**config.mk**
```make
export PLATFORM = sky130hd
export DESIGN_NAME = handshake_reply_parser_unit
export DESIGN_NICKNAME = d
export VERILOG_FILES = /design/src/hw/rtl/hrp_pkg.sv /design/src/hw/rtl/hrp_char_decode.sv /design/src/hw/rtl/hrp_field_parse.sv /design/src/hw/rtl/handshake_reply_parser_unit.sv
export SDC_FILE = /design/constraint.sdc
export NUM_CORES = 1
export LEC_CHECK = 0
export BUFFER_PORTS_ARGS = -buffer_cell sky130_fd_sc_hd__buf_4
export CAP_MARGIN = 25
export CORE_ASPECT_RATIO = 1.4
export CORE_MARGIN = 1
export CORE_UTILIZATION = 50
export DETAILED_ROUTE_END_ITERATION = 8
export PLACE_DENSITY = 0.7
export SYNTH_ARGS = -nofsm -noshare
export SYNTH_HDL_FRONTEND = slang
export SYNTH_SLANG_ARGS = --single-unit
export TNS_END_PERCENT = 100
```
**constraint.sdc**
```tcl
create_clock -name clk -period 8.3 [get_ports clk]
set_input_delay 0.83 -clock clk [delete_from_list [all_inputs] [get_ports clk]]
set_output_delay 0.83 -clock clk [all_outputs]
set_load 0.01 [all_outputs]
```
**src/hw/rtl/hrp_pkg.sv**
```systemverilog
// Shared types and constants for the handshake reply parser.
// Used by hrp_char_decode, hrp_field_parse and handshake_reply_parser_unit.
// No dependencies.
package hrp_pkg;

    // Configuration limits
    localparam logic [3:0] MAX_PREFIX    = 4'd8;
    localparam logic [5:0] NUMBER_DIGITS = 6'd4;
    localparam logic [5:0] UUID_CHARS    = 6'd36;

    // Register indexes on the configuration port
    localparam logic CFG_PREFIX_BYTES  = 1'b0;
    localparam logic CFG_PREFIX_LENGTH = 1'b1;

    // Register reset values
    localparam logic [63:0] PREFIX_BYTES_RESET  = 64'h9D;
    localparam logic [3:0]  PREFIX_LENGTH_RESET = 4'd1;

    // Character codes
    localparam logic [7:0] CH_ESC    = 8'h1B;
    localparam logic [7:0] CH_OSC    = 8'h9D;
    localparam logic [7:0] CH_ST     = 8'h9C;
    localparam logic [7:0] C1_OFFSET = 8'h40;
    localparam logic [7:0] CH_SEMI   = 8'h3B;
    localparam logic [7:0] CH_DASH   = 8'h2D;
    localparam logic [7:0] UTF8_C2   = 8'hC2;
    localparam logic [7:0] UTF8_C3   = 8'hC3;

    // Dash positions inside the UUID
    localparam logic [5:0] UUID_DASH_A = 6'd8;
    localparam logic [5:0] UUID_DASH_B = 6'd13;
    localparam logic [5:0] UUID_DASH_C = 6'd18;
    localparam logic [5:0] UUID_DASH_D = 6'd23;

    typedef enum logic [2:0] {
        STATUS_ONGOING    = 3'd0,
        STATUS_SUCCESS    = 3'd1,
        STATUS_BAD_UTF8   = 3'd2,
        STATUS_BAD_ESCAPE = 3'd3,
        STATUS_BAD_PREFIX = 3'd4,
        STATUS_BAD_VERSION= 3'd5,
        STATUS_BAD_TYPE   = 3'd6,
        STATUS_BAD_UUID   = 3'd7
    } status_t;

    typedef enum logic [1:0] {
        PHASE_PREFIX  = 2'd0,
        PHASE_VERSION = 2'd1,
        PHASE_TYPE    = 2'd2,
        PHASE_UUID    = 2'd3
    } phase_t;

    // UTF-8 and escape tracking
    typedef struct packed {
        logic       utf8_pending;
        logic [1:0] utf8_lead;
        logic       escape_armed;
    } char_state_t;

    // Result of decoding one raw byte
    typedef struct packed {
        logic        chr_valid;
        status_t     err;
        logic [7:0]  chr;
        char_state_t nxt;
    } char_result_t;

    // Field parsing state
    typedef struct packed {
        phase_t        phase;
        logic [5:0]    field_position;
        logic [13:0]   version_accum;
        logic [13:0]   type_accum;
        logic          digits_ok;
        logic [127:0]  uuid_shift;
    } field_state_t;

    localparam char_state_t CHAR_STATE_RESET = '{
        utf8_pending: 1'b0,
        utf8_lead:    2'b00,
        escape_armed: 1'b0
    };

    localparam field_state_t FIELD_STATE_RESET = '{
        phase:          PHASE_PREFIX,
        field_position: 6'd0,
        version_accum:  14'd0,
        type_accum:     14'd0,
        digits_ok:      1'b1,
        uuid_shift:     128'd0
    };

endpackage

```
**src/hw/rtl/hrp_char_decode.sv**
```systemverilog
// UTF-8 decode (code points up to 0xFF) and ESC pair folding to OSC / ST.
// Combinational; depends on hrp_pkg.
module hrp_char_decode (
    input  logic [7:0]           raw_byte,
    input  hrp_pkg::char_state_t cur,
    output hrp_pkg::char_result_t res
);
    import hrp_pkg::*;

    logic       have_code;
    logic [7:0] code;

    always_comb
    begin
        res       = '{chr_valid: 1'b0, err: STATUS_ONGOING, chr: 8'd0, nxt: cur};
        have_code = 1'b0;
        code      = raw_byte;

        // UTF-8 stage
        if (cur.utf8_pending)
        begin
            if (raw_byte[7:6] != 2'b10)
            begin
                res.err = STATUS_BAD_UTF8;
            end
            else
            begin
                code                 = {cur.utf8_lead, raw_byte[5:0]};
                have_code            = 1'b1;
                res.nxt.utf8_pending = 1'b0;
                res.nxt.utf8_lead    = 2'b00;
            end
        end
        else if (!raw_byte[7])
        begin
            have_code = 1'b1;
        end
        else if (raw_byte == UTF8_C2 || raw_byte == UTF8_C3)
        begin
            res.nxt.utf8_pending = 1'b1;
            res.nxt.utf8_lead    = raw_byte[1:0];
        end
        else
        begin
            res.err = STATUS_BAD_UTF8;
        end

        // Escape stage
        if (have_code)
        begin
            if (code == CH_ESC)
            begin
                if (cur.escape_armed)
                    res.err = STATUS_BAD_ESCAPE;
                else
                    res.nxt.escape_armed = 1'b1;
            end
            else if (cur.escape_armed)
            begin
                res.nxt.escape_armed = 1'b0;
                if (code == CH_OSC - C1_OFFSET)
                begin
                    res.chr       = CH_OSC;
                    res.chr_valid = 1'b1;
                end
                else if (code == CH_ST - C1_OFFSET)
                begin
                    res.chr       = CH_ST;
                    res.chr_valid = 1'b1;
                end
                else
                begin
                    res.err = STATUS_BAD_ESCAPE;
                end
            end
            else
            begin
                res.chr       = code;
                res.chr_valid = 1'b1;
            end
        end
    end

endmodule

```
**src/hw/rtl/hrp_field_parse.sv**
```systemverilog
// Field checker: prefix, version, protocol type and dashed UUID.
// Combinational; depends on hrp_pkg.
module hrp_field_parse (
    input  logic [7:0]            chr,
    input  logic [63:0]           prefix_bytes,
    input  logic [3:0]            prefix_length,
    input  hrp_pkg::field_state_t cur,
    output hrp_pkg::field_state_t nxt,
    output hrp_pkg::status_t      result
);
    import hrp_pkg::*;

    logic [3:0]  eff_len;
    logic [5:0]  pos_inc;
    logic [7:0]  prefix_chr;
    logic        is_digit;
    logic        is_hex;
    logic [3:0]  hex_val;
    logic        is_dash_pos;
    logic [13:0] acc_sel;
    logic [17:0] acc_wide;
    logic [13:0] acc_next;

    always_comb
    begin
        if (prefix_length == 4'd0)
            eff_len = 4'd1;
        else if (prefix_length > MAX_PREFIX)
            eff_len = MAX_PREFIX;
        else
            eff_len = prefix_length;
    end

    assign pos_inc    = cur.field_position + 6'd1;
    assign prefix_chr = prefix_bytes[{cur.field_position[2:0], 3'b000} +: 8];
    assign is_digit   = (chr >= 8'h30) && (chr <= 8'h39);

    always_comb
    begin
        is_hex  = 1'b1;
        hex_val = chr[3:0];
        if (is_digit)
            hex_val = chr[3:0];
        else if ((chr >= 8'h61 && chr <= 8'h66) || (chr >= 8'h41 && chr <= 8'h46))
            hex_val = chr[3:0] + 4'd9;
        else
            is_hex = 1'b0;
    end

    assign is_dash_pos = (cur.field_position == UUID_DASH_A) ||
                         (cur.field_position == UUID_DASH_B) ||
                         (cur.field_position == UUID_DASH_C) ||
                         (cur.field_position == UUID_DASH_D);

    // One shared times-ten-plus-digit for both number fields
    assign acc_sel  = (cur.phase == PHASE_VERSION) ? cur.version_accum : cur.type_accum;
    assign acc_wide = {1'b0, acc_sel, 3'b000} + {3'b000, acc_sel, 1'b0} + {14'd0, chr[3:0]};
    assign acc_next = acc_wide[13:0];

    always_comb
    begin
        nxt    = cur;
        result = STATUS_ONGOING;
        unique case (cur.phase)
            PHASE_PREFIX:
            begin
                if (chr != prefix_chr)
                begin
                    result = STATUS_BAD_PREFIX;
                end
                else if (pos_inc >= {2'b00, eff_len})
                begin
                    nxt.phase          = PHASE_VERSION;
                    nxt.field_position = 6'd0;
                    nxt.digits_ok      = 1'b1;
                end
                else
                begin
                    nxt.field_position = pos_inc;
                end
            end
            PHASE_VERSION, PHASE_TYPE:
            begin
                if (chr == CH_SEMI)
                begin
                    if (!cur.digits_ok ||
                        (cur.phase == PHASE_VERSION &&
                         (cur.field_position == 6'd0 || cur.version_accum == 14'd0)))
                    begin
                        result = (cur.phase == PHASE_VERSION) ? STATUS_BAD_VERSION
                                                              : STATUS_BAD_TYPE;
                    end
                    else
                    begin
                        nxt.phase          = (cur.phase == PHASE_VERSION) ? PHASE_TYPE
                                                                          : PHASE_UUID;
                        nxt.field_position = 6'd0;
                        nxt.digits_ok      = 1'b1;
                    end
                end
                else if (pos_inc > NUMBER_DIGITS)
                begin
                    result = (cur.phase == PHASE_VERSION) ? STATUS_BAD_VERSION
                                                          : STATUS_BAD_TYPE;
                end
                else
                begin
                    nxt.field_position = pos_inc;
                    if (!is_digit)
                        nxt.digits_ok = 1'b0;
                    else if (cur.digits_ok)
                    begin
                        if (cur.phase == PHASE_VERSION)
                            nxt.version_accum = acc_next;
                        else
                            nxt.type_accum = acc_next;
                    end
                end
            end
            PHASE_UUID:
            begin
                if (chr == CH_ST)
                begin
                    if (cur.field_position != UUID_CHARS || !cur.digits_ok)
                        result = STATUS_BAD_UUID;
                    else
                        result = STATUS_SUCCESS;
                end
                else if (cur.field_position >= UUID_CHARS)
                begin
                    result = STATUS_BAD_UUID;
                end
                else
                begin
                    nxt.field_position = pos_inc;
                    if (is_dash_pos)
                    begin
                        if (chr != CH_DASH)
                            nxt.digits_ok = 1'b0;
                    end
                    else if (is_hex)
                        nxt.uuid_shift = {cur.uuid_shift[123:0], hex_val};
                    else
                        nxt.digits_ok = 1'b0;
                end
            end
            default:
            begin
                nxt = cur;
            end
        endcase
    end

endmodule

```
**src/hw/rtl/handshake_reply_parser_unit.sv**
```systemverilog
// Top level of the handshake reply parser: handshake, config registers, parse state.
// Depends on hrp_pkg, hrp_char_decode and hrp_field_parse.
//
//   Channel   Direction  Handshake                  Payload
//   in        sink       in_valid / in_ready        raw_byte, restart
//   out       source     out_valid / out_ready      status, client_version,
//                                                    protocol_type, uuid_high, uuid_low
//   cfg       sink       cfg_write (no wait)        cfg_index, cfg_data
//
// One byte per cycle sustained while the result side is ready. An accepted byte
// sits in the input register, is decoded and checked combinationally, and its
// status lands in the result register when the byte advances; the parse state
// updates at that same edge. A stalled result holds both stages; in_ready stays
// high while the input register is empty or moving on. Reset clears the parse
// state, loads the register defaults and empties both stages.
module handshake_reply_parser_unit (
    input  logic        clk,
    input  logic        rst_n,
    input  logic        in_valid,
    output logic        in_ready,
    input  logic [7:0]  raw_byte,
    input  logic        restart,
    output logic        out_valid,
    input  logic        out_ready,
    output logic [2:0]  status,
    output logic [13:0] client_version,
    output logic [13:0] protocol_type,
    output logic [63:0] uuid_high,
    output logic [63:0] uuid_low,
    input  logic        cfg_write,
    input  logic        cfg_index,
    input  logic [63:0] cfg_data
);
    import hrp_pkg::*;

    // Configuration registers
    logic [63:0] prefix_bytes_reg;
    logic [3:0]  prefix_length_reg;

    // Input stage
    logic        in_valid_reg;
    logic [7:0]  raw_byte_reg;
    logic        restart_reg;

    // Parse state
    char_state_t  char_state_reg;
    char_state_t  char_state_next;
    field_state_t field_state_reg;
    field_state_t field_state_next;
    status_t      final_status_reg;
    status_t      final_status_next;

    // Result stage
    logic        out_valid_reg;
    status_t     status_reg;
    logic [13:0] client_version_reg;
    logic [13:0] protocol_type_reg;
    logic [127:0] uuid_reg;

    // State seen by this byte: a restart wipes everything first
    char_state_t  char_cur;
    field_state_t field_cur;
    status_t      status_cur;

    char_result_t dec;
    field_state_t field_parsed;
    status_t      field_status;

    logic advance;

    // Move the held byte into the result stage whenever the result slot frees up
    assign advance  = in_valid_reg && (!out_valid_reg || out_ready);
    assign in_ready = !in_valid_reg || advance;

    assign char_cur   = restart_reg ? CHAR_STATE_RESET  : char_state_reg;
    assign field_cur  = restart_reg ? FIELD_STATE_RESET : field_state_reg;
    assign status_cur = restart_reg ? STATUS_ONGOING    : final_status_reg;

    hrp_char_decode u_char_decode (
        .raw_byte (raw_byte_reg),
        .cur      (char_cur),
        .res      (dec)
    );

    hrp_field_parse u_field_parse (
        .chr           (dec.chr),
        .prefix_bytes  (prefix_bytes_reg),
        .prefix_length (prefix_length_reg),
        .cur           (field_cur),
        .nxt           (field_parsed),
        .result        (field_status)
    );

    // Hold everything once a final status is reached; otherwise advance
    // the decoder and, when a character came out, the field checker.
    always_comb
    begin
        char_state_next   = char_cur;
        field_state_next  = field_cur;
        final_status_next = status_cur;
        if (status_cur == STATUS_ONGOING)
        begin
            char_state_next = dec.nxt;
            if (dec.err != STATUS_ONGOING)
            begin
                final_status_next = dec.err;
            end
            else if (dec.chr_valid)
            begin
                field_state_next  = field_parsed;
                final_status_next = field_status;
            end
        end
    end

    // Configuration writes
    always_ff @(posedge clk or negedge rst_n)
    begin
        if (!rst_n)
        begin
            prefix_bytes_reg  <= PREFIX_BYTES_RESET;
            prefix_length_reg <= PREFIX_LENGTH_RESET;
        end
        else if (cfg_write)
        begin
            unique case (cfg_index)
                CFG_PREFIX_BYTES:  prefix_bytes_reg  <= cfg_data;
                CFG_PREFIX_LENGTH: prefix_length_reg <= cfg_data[3:0];
                default:           prefix_bytes_reg  <= prefix_bytes_reg;
            endcase
        end
    end

    // Input stage control
    always_ff @(posedge clk or negedge rst_n)
    begin
        if (!rst_n)
            in_valid_reg <= 1'b0;
        else if (in_ready)
            in_valid_reg <= in_valid;
    end

    // Input stage payload
    always_ff @(posedge clk)
    begin
        if (in_valid && in_ready)
        begin
            raw_byte_reg <= raw_byte;
            restart_reg  <= restart;
        end
    end

    // Parse state
    always_ff @(posedge clk or negedge rst_n)
    begin
        if (!rst_n)
        begin
            char_state_reg   <= CHAR_STATE_RESET;
            field_state_reg  <= FIELD_STATE_RESET;
            final_status_reg <= STATUS_ONGOING;
        end
        else if (advance)
        begin
            char_state_reg   <= char_state_next;
            field_state_reg  <= field_state_next;
            final_status_reg <= final_status_next;
        end
    end

    // Result stage control
    always_ff @(posedge clk or negedge rst_n)
    begin
        if (!rst_n)
            out_valid_reg <= 1'b0;
        else if (advance)
            out_valid_reg <= 1'b1;
        else if (out_ready)
            out_valid_reg <= 1'b0;
    end

    // Result stage payload: fields show only on success
    always_ff @(posedge clk)
    begin
        if (advance)
        begin
            status_reg <= final_status_next;
            if (final_status_next == STATUS_SUCCESS)
            begin
                client_version_reg <= field_state_next.version_accum;
                protocol_type_reg  <= field_state_next.type_accum;
                uuid_reg           <= field_state_next.uuid_shift;
            end
            else
            begin
                client_version_reg <= 14'd0;
                protocol_type_reg  <= 14'd0;
                uuid_reg           <= 128'd0;
            end
        end
    end

    assign out_valid      = out_valid_reg;
    assign status         = status_reg;
    assign client_version = client_version_reg;
    assign protocol_type  = protocol_type_reg;
    assign uuid_high      = uuid_reg[127:64];
    assign uuid_low       = uuid_reg[63:0];

endmodule

```
# Word-level counts from Yosys, hierarchy flattened
# Index checks and enable logic that the tools add are counted.
# totals
ff_bits	410
latch_bits	0
ramBits	0
mem_bits_ro	0
in_bits	79
out_inout_bits	161
n_memories	0
# classes
addsub	4
multipliers	0
div_mod_pow	0
n_lt_le_gt_ge	10
n_eq_ne	19
shifts	1
mux	89
n_bitwise	1
n_reduce_logical	29
# ops
op	n
2-to-1 mux 165 bit	4
2-to-1 mux 128 bit	3
2-to-1 mux 129 bit	2
2-to-1 mux 28 bit	4
2-to-1 mux 3 bit	22
2-to-1 mux 8 bit	8
indexed part select 64 x 7 -> 8 bit	1
2-to-1 mux 35 bit	1
2-to-1 mux 14 bit	2
equality test 8 bit (second input constant)	3
2-to-1 mux 4 bit	6
2-to-1 mux 6 bit	4
2-to-1 mux 1 bit	22
case mux 6 bit (3 select lines)	1
equality test 8 x 7 -> 1 bit (second input constant)	2
>= comparator 8 x 7 -> 1 bit (second input constant)	2
<= comparator 8 x 7 -> 1 bit (second input constant)	2
adder 14 bit	1
adder 14 x 4 -> 14 bit	1
logical NOT 14 bit	1
2-to-1 mux 13 bit	1
equality test 6 x 4 -> 1 bit (second input constant)	2
equality test 6 x 5 -> 1 bit (second input constant)	2
2-to-1 mux 12 bit	1
33 further kinds	55

# Longest topological paths before layout
# Gate-level depths: netlist of the first run.
# logic_depth
depth_word	23
ltp_mapped	23
ltp_nobuf	19

# Cells and area by module
# Synthesis of the first run repeated with hierarchy kept, for this count alone.
# hier_totals
cells_unflattened	2246
hier_area_um2	24154.4
# modules_own_cells
module	instances	cells_each	area_each_um2
handshake_reply_parser_unit	1	1740	19618.8
hrp_field_parse	1	461	4212.8
hrp_char_decode	1	45	322.8

# Worst setup path after synthesis of the first run
# Ideal clock, no wire load.
# synth_timing
path_type	input to register
start	input port out_ready
end	register char_state_reg[0] in the netlist's numbering
setup_time_ns	0.136
arrival_ns	6.615
setup_slack_ns	1.549
cell_stages	6
n_path_buf	1
path_cell_list	nand2b_1 -> nand2_1 -> clkinv_1 -> clkbuf_1 -> o21ai_0 -> a32o_1
# synth_via
elab_chain_cells	2
# synth_lines
element	line	text
start: declaration	handshake_reply_parser_unit.sv:24	input logic out_ready,
logical OR 1 bit	handshake_reply_parser_unit.sv:72	assign advance = in_valid_reg && (!out_valid_reg || out_ready);
logical AND 1 bit	handshake_reply_parser_unit.sv:72	
named net advance	handshake_reply_parser_unit.sv:69	logic advance;
end signal: assignment	handshake_reply_parser_unit.sv:164	char_state_reg <= char_state_next;
end: declaration	handshake_reply_parser_unit.sv:46	char_state_t char_state_reg;
# The timed path passes the listed nets, and every way through them passes these cells.
# A chain may end at the register's enable or synchronous reset.

# Final worst setup path of the first run
# layout_timing
start	register restart_reg
end	register uuid_reg[79], data pin
# layout_via
elab_chain_cells	22
# layout_lines
element	line	text
start: declaration	handshake_reply_parser_unit.sv:43	logic restart_reg;
start signal: assignment	handshake_reply_parser_unit.sv:149	restart_reg <= restart;
2-to-1 mux 4 bit	handshake_reply_parser_unit.sv:75	assign char_cur = restart_reg ? CHAR_STATE_RESET : char_state_reg;
2-to-1 mux 8 bit	hrp_char_decode.sv:22	if (raw_byte[7:6] != 2'b10)
2-to-1 mux 8 bit	hrp_char_decode.sv:20	if (cur.utf8_pending)
equality test 8 x 7 -> 1 bit	hrp_char_decode.sv:66	else if (code == CH_ST - C1_OFFSET)
2-to-1 mux 8 bit	hrp_char_decode.sv:66	
2-to-1 mux 8 bit	hrp_char_decode.sv:61	if (code == CH_OSC - C1_OFFSET)
2-to-1 mux 8 bit	hrp_char_decode.sv:58	else if (cur.escape_armed)
2-to-1 mux 8 bit	hrp_char_decode.sv:51	if (code == CH_ESC)
[6 not listed]	-	
2-to-1 mux 128 bit	hrp_field_parse.sv:141	else if (is_hex)
2-to-1 mux 128 bit	hrp_field_parse.sv:136	if (is_dash_pos)
2-to-1 mux 129 bit	hrp_field_parse.sv:129	else if (cur.field_position >= UUID_CHARS)
2-to-1 mux 129 bit	hrp_field_parse.sv:122	if (chr == CH_ST)
2-to-1 mux 128 bit	hrp_field_parse.sv:64	unique case (cur.phase)
2-to-1 mux 165 bit	handshake_reply_parser_unit.sv:108	else if (dec.chr_valid)
2-to-1 mux 165 bit	handshake_reply_parser_unit.sv:104	if (dec.err != STATUS_ONGOING)
2-to-1 mux 165 bit	handshake_reply_parser_unit.sv:101	if (status_cur == STATUS_ONGOING)
end signal: assignment	handshake_reply_parser_unit.sv:191	uuid_reg <= field_state_next.uuid_shift;
end: declaration	handshake_reply_parser_unit.sv:58	logic [127:0] uuid_reg;
# Parallel ways exist; a longest one is shown, timed or not.

==> results.toml, run 1 <==
[outcome]
outcome = "complete, no violations"

[grt]
antenna_found_initial = 0
grt_max_degree = 104
grt_pass1_wl_mm = 77.1
grt_overflow_total = 0
track_usage_pct = 24.1
grt_pass1_vias = 14100

[drt]
via_per_inst = 5.86
vias = 14200
wl_mm = 47.1
firstDrtPassIters = 5
drc = 0
drt.antenna.violating_nets = 0
drtIter0Drc = 1166
wl_per_cell_um = 19.5

[die]
core_area_um2 = 38500
die_h_um = 236
dieArea_um2 = 39900
fp-row-count = 85
start_util_pct = 50.8
ios = 240
die_x_um = 169

[timing]
worst_slew_pin_slew_ps = 975
fin_crit_ps = 6060
fin_hold_ws_ps = 314
maxSlewViolCount = 0
rsz0062_at_grt = "no"
slew_headroom_pct = 34.1
hold_viol_final = 0
fin_skew_ps = 23.5
tns_ps = 0
setup_violations = 0
fmax_ghz = 0.165
final.period_utilization_pct = 73.0

[clocking]
worstSkewPairLatency_ps = 550
cts_tree = "done"
post_cts_buffers = 0
cts-htree-levels = 2
cts_buffers = 40
cts_hold_buf = 0
ctsResizeCount = 0
clk_pin_slew_worst_paths_ps = 60
clock-sinks = 410
ctsRootBufferMaster = "clkbuf_16"
clk_path_buf_depth = 3

[final_layout]
areaGrowthSynthToFinish_pct = 17.8
layout-drive-gt1-share_pct = 28.0
fin_area_um2 = 23000
largest_reg_flops = 165
antenna_cells = 0
fin_nets = 1984

[setup_path]
crit_fanout = 52
cpPeakStageDelay_ps = 530
cp.arrival_ps = 6430
crit_slowest_cell = "buf_4"
start_kind = "flop"
path_cells = "buf_4 -> nand2b_1 -> mux2i_1 -> a211oi_1 -> buf_4 -> nand2_1 -> clkinv_1 -> ha_1 -> nand3_1 -> a2111oi_0 -> o311a_1 -> a211oi_1 -> and3b_1 -> or2_2 -> o211ai_2 -> nand4_4 -> buf_12 -> buf_4 -> a21oi_1"
critPathBufInv = 5
critPathTopFamily = "buffers and inverters"
cp.required_ps = 8680
cpMostUsedCell = "buf_4"
path_class = "reg -> reg"
endpoint_kind = "flop"

[yosys]
synth_nets = 1794
muxShareOfSynthArea_pct = 6.18
synthAdderAreaFrac_pct = 2.70
synth_cell_types = 84
synthFlopType = "dfrtp_1"
syn_area_um2 = 19500
yosys.area_share.simple_pct = 11.5
syn-instance-count = 1674
synthArstFlopShare_pct = 59.0
synth_edf_count = 168
synth_top_family_by_area = "compound AO/OA/AOI/OAI gates"
yosys_warnings = 0
synth-seq-cells = 410
synth_compound_area_share_pct = 18.4
seq_area_frac_synth_pct = 56.9
synth_xor_area_share_pct = 1.03
postSynthAreaPerCell_um2 = 11.7

[hold_path]
min_path_type = "in -> async"

[pwr]
worst_ir_drop_vdd_mv = 0.175
leakagePower_nw = 9.07
powerDensity_nw_per_um2 = 201

[placement]
port_buffers = 239
dp_hpwl_mm = 31.0
place_congestion = 0.901
placed_area_um2 = 21700

[flow_run]
cap_violations = 0
## cell type report
type                       instances  area [um2]
timing repair buffer             267        2040
tap                              522         653
inverter                          26         103
multi-input combinational       1119        7820
fill                            3118       15500
sequential                       410       11100
clock inverter                    15         141
clock buffer                      58        1140
## synthesized netlist by cell type, drive strengths merged, types with 4 or more instances
cell	number	share of area, %
nand2b	20	0.64
xnor2	18	0.81
nor3	19	0.51
or3	4	0.13
mux2i	25	1.3
a21oi	159	6.0
buf	32	1.2
o31ai	5	0.19
nand3b	4	0.15
a31oi	7	0.22
a22o	156	7.0
a2111oi	7	0.51
mux2	71	4.1
dfrtp	235	30
a211oi	9	0.37
xor2	5	0.22
a21o	6	0.23
dfstp	7	0.94
ha	39	2.5
nand2	299	5.7
a22oi	22	0.85
o211ai	6	0.28
o311ai	4	0.18
clkbuf	87	1.7
and3	9	0.29
o21ai	31	0.79
nor2	74	1.4
nand4	12	0.49
edfxtp	168	26
mux4	7	0.81
nor4	4	0.13
nand3	19	0.49
nor2b	13	0.42
inv	24	0.46
## kinds of logic after synthesis
family,count (synthesis)
flip-flops,410
XOR/XNOR,23
AO/OA/AOI/OAI,451
multiplexers,103
AND/OR/NAND/NOR,501
adder cells (fa/ha/maj),41
buffers and inverters,145
## metrics by stage
| step | setup WS, ps | std cells | utilization, % | power (mW) |
|---|---|---|---|---|
| final | 2240 | 2417 | 59.8 | 4.62 |
| after floorplan | 1550 | 1674 | - | 2.64 |
| after global routing | 1900 | 2417 | 59.8 | 4.79 |
| after CTS | 2320 | 2415 | 59.7 | 4.66 |
| after global placement | 2270 | 2341 | 56.3 | 2.86 |
| after detailed placement | 2350 | 2342 | 56.3 | 2.87 |
## worst paths after layout
kind | startpoint | endpoint | slack (ps) | cells after the start
max | restart_reg | uuid_reg[79] | 2240 | 19
min | rst_n | field_state_reg[139] | 310 | 1
max reg2reg | restart_reg | uuid_reg[79] | 2240 | 19
min reg2reg | in_valid_reg | out_valid | 490 | 1
max in group asynchronous | rst_n | prefix_bytes_reg[8] | 6520 | 2
min in group clk | raw_byte[0] | raw_byte_reg[0] | 470 | 1
## power by group
| part | switching (mW) | total, mW | internal (mW) |
|---|---|---|---|
| clock | 0.770 | 1.79 | 1.02 |
| combinational | 0.302 | 0.526 | 0.224 |
| sequential | 0.0632 | 2.30 | 2.24 |
| total | 1.13 | 4.62 | 3.48 |
## worst register-to-register path, stage by stage (launching register included)
cell and delay (ps):
edfxtp_1 520, buf_4 540, nand2b_1 310, mux2i_1 420
a211oi_1 100, buf_4 210, nand2_1 150, clkinv_1 280
ha_1 310, nand3_1 80, a2111oi_0 70, o311a_1 200
a211oi_1 520, and3b_1 290, or2_2 300, o211ai_2 230
nand4_4 520, buf_12 400, buf_4 280, a21oi_1 190
## cells in the final DEF, fill, tap and decap left out, types with 18 or more instances in the layout
master	synthesis	layout
mux2i_1	25	25
nand2b_1	20	20
edfxtp_1	168	168
inv_1	23	23
ha_1	39	39
mux2_2	71	71
a22oi_1	22	22
a22o_1	156	156
nor2_1	74	74
nand3_1	19	19
a21oi_1	59	59
buf_4	0	264
a21oi_2	100	100
clkbuf_16	0	41
nor3_1	18	18
o21ai_0	30	29
nand2_1	299	299
dfrtp_1	235	235
xnor2_1	18	18
## layer usage
layer / GRT usage [%] / share of wire [%]
met5: 0 / 0
met4: 10.0 / 3.9
met3: 3.42 / 5.8
met2: 39.8 / 49
met1: 31.9 / 41
Note: power is estimated with default switching activity, not from simulation.
==> run 2: changes to the inputs <==
- ABC_AREA: unset -> 1
- clock period: 8.3 -> 5.8 ns (I/O delays scaled with it)
==> run 2 against run 1 <==
Compared with the run above:
- global-route usage up 0.33 points
- routed wire length increased by 13%
- critical path depth is 1 lower
- largest power group unchanged
- clock power rose by 53%
- sequential share of layout area shrank 3.5 points
==> results.toml, run 2 <==
[grt]
antenna_found_initial = 0
grt_overflow_total = 0
grt_pass1_wl_mm = 85.1
grt_pass1_vias = 16500
grt_max_degree = 124
track_usage_pct = 24.4

[placement]
dp_hpwl_mm = 36.2
port_buffers = 239
place_inst = 3204
placed_area_um2 = 23400
place_congestion = 0.881

[timing]
fmax_ghz = 0.197
hold_viol_final = 0
fin_skew_ps = 14.2
worst_slew_pin_slew_ps = 923
fin_hold_ws_ps = 40.9
maxSlewViolCount = 0
rsz0062_at_grt = "no"
final.period_utilization_pct = 87.6
fin_crit_ps = 5080
setup_violations = 0
slew_headroom_pct = 38.5
tns_ps = 0

[clocking]
ctsRootBufferMaster = "clkbuf_16"
cts_hold_buf = 0
cts_buffers = 41
cts_tree = "done"
clk_pin_slew_worst_paths_ps = 70
clock-sinks = 410
post_cts_buffers = 0
clk_path_buf_depth = 3
cts-htree-levels = 2
ctsResizeCount = 0
worstSkewPairLatency_ps = 560

[setup_path]
crit_fanout = 33
crit_end = "client_version[13]"
start_kind = "flop"
path_class = "reg -> reg"
worstReg2RegEnd = "client_version[13]"
cp.arrival_ps = 5480
cp.required_ps = 6200
reg2reg_depth = 18
critPathLaunch = "restart_reg"
rrSetupSlack_ps = 720
endpoint_kind = "flop"
timing.rr.start = "restart_reg"

[pwr]
seq_power_share_pct = 43.3
leakagePower_nw = 11.3
total_switching_power_mw = 2.52
powerDensity_nw_per_um2 = 322
p_clk_share_pct = 34.2
swShare_pct = 31.6
worst_ir_drop_vdd_mv = 0.232
power_mw = 7.99
power_frac_comb_pct = 22.5
internal-power_mw = 5.47

[yosys]
synth_cell_types = 50
synth_nets = 2650
synthFlopType = "dfrtp_1"
yosys.area.top_type = "dfrtp_1"
syn_area_um2 = 21400
synthMostInstantiatedCell = "nand2_1"
synth_edf_count = 168
synth-seq-cells = 410
syn-instance-count = 2530
synth_commonest_cells = "nand2_1 (807), dfrtp_1 (235), inv_1 (231), o21ai_0 (193), edfxtp_1 (168)"
synthArstFlopShare_pct = 59.0
yosysTopAreaCellShare_pct = 27.5
postSynthAreaPerCell_um2 = 8.45
seq_area_frac_synth_pct = 52.0
yosys-top-cells-area = "dfrtp_1 (28%), edfxtp_1 (24%), nand2_1 (14%)"
yosys_warnings = 0

[final_layout]
largest_reg_flops = 165
areaGrowthSynthToFinish_pct = 16.0
fin_cells = 3280
final_common_cell = "nand2_1"
final_cell_mix = "nand2_1 (804), buf_4 (257), dfrtp_1 (235)"
fin_nets = 2821
layout-drive-gt1-share_pct = 19.9
fin_area_um2 = 24800
antenna_cells = 0

[drt]
drtIter0Drc = 1264
vias = 17400
via_per_inst = 5.30
wl_mm = 53.2
wl_per_cell_um = 16.2
firstDrtPassIters = 5
drc = 0
drt.antenna.violating_nets = 0

[outcome]
outcome = "complete, no violations"

[die]
die_x_um = 177
start_util_pct = 50.6
ios = 240
core_area_um2 = 42200
fp-row-count = 89
dieArea_um2 = 43600
die_h_um = 247

[hold_path]
min_path_type = "in -> async"

[flow_run]
cap_violations = 0
run 2: cell count changes after synthesis, moves of 99 or more:
cell | before | now
inv_1 | 23 | 231
nand2_1 | 299 | 807
a22o_1 | 156 | 1
a21oi_2 | 100 | 1
nor2_2 | 0 | 106
nand3_1 | 19 | 163
o21ai_0 | 30 | 193
run 2: cell type report:
| class | instances | area (um2) |
|---|---|---|
| Fill cell | 3775 | 17400 |
| Sequential cell | 410 | 11100 |
| Multi-Input combinational cell | 1740 | 8670 |
| Timing Repair Buffer | 262 | 2020 |
| Clock buffer | 54 | 1140 |
| Inverter | 246 | 938 |
| Tap cell | 546 | 683 |
| Clock inverter | 22 | 243 |
run 2: worst min-delay path by stage:
stage	startpoint	to	slack (ps)	cells after the start
finish	rst_n	field_state_reg[51]	40	1
global route	rst_n	field_state_reg[51]	120	1
CTS	rst_n	field_state_reg[58]	90	1
detailed placement	field_state_reg[125]	field_state_reg[125]	470	2
global placement	field_state_reg[72]	field_state_reg[72]	460	2
floorplan	rst_n	char_state_reg[0]	280	0
run 2: power by group through the flow:
stage / Combinational [mW] / Sequential (mW) / Clock, mW
floorplan: 1.11 / 3.55 / 0
global placement: 1.77 / 3.51 / 0
detailed placement: 1.79 / 3.52 / 0
CTS: 1.80 / 3.46 / 2.79
global route: 1.99 / 3.49 / 2.88
finish: 1.80 / 3.46 / 2.73
run 2: per-stage QoR:
step                      setup slack (ps)  util, %
after global routing                   287     58.8
after CTS                              726     58.8
after detailed placement               758     55.5
after global placement                 809     55.5
final                                  722     58.8
after floorplan                       1490        -
run 2: cell families after synthesis:
group / count (synthesis) / synth area share, %
compound gates: 355 / 8.87
xor+xnor: 18 / 0.738
fa+ha+maj: 41 / 2.47
buf+inv: 380 / 7.55
flops: 410 / 52.0
mux: 60 / 3.16
simple gates: 1266 / 25.2
run 2: metal layers:
| metal | track usage, % | part of all wire [%] | vias to the layer above |
|---|---|---|---|
| met4 | 10.3 | 3.8 | 0 |
| met1 | 31.3 | 41 | 8197 |
| met2 | 41.1 | 50 | 525 |
| met3 | 3.63 | 5.3 | 113 |
| li1 | - | - | 8540 |
| met5 | 0 | 0 | - |
run 2: worst max-delay path, cell delays in order, from the launching register on:
cell      delay (ps)
edfxtp_1         460
inv_6            280
nand2_1          170
inv_1            130
ha_1             460
clkinv_1         480
o21ai_0          640
ha_1             350
ha_1             320
inv_1            110
nor3_1           280
nand3_1          100
nand4_1          170
xor2_1           330
and2_1           190
o21ai_0           80
o211ai_1         130
nand2_1           90
nor2_2           110
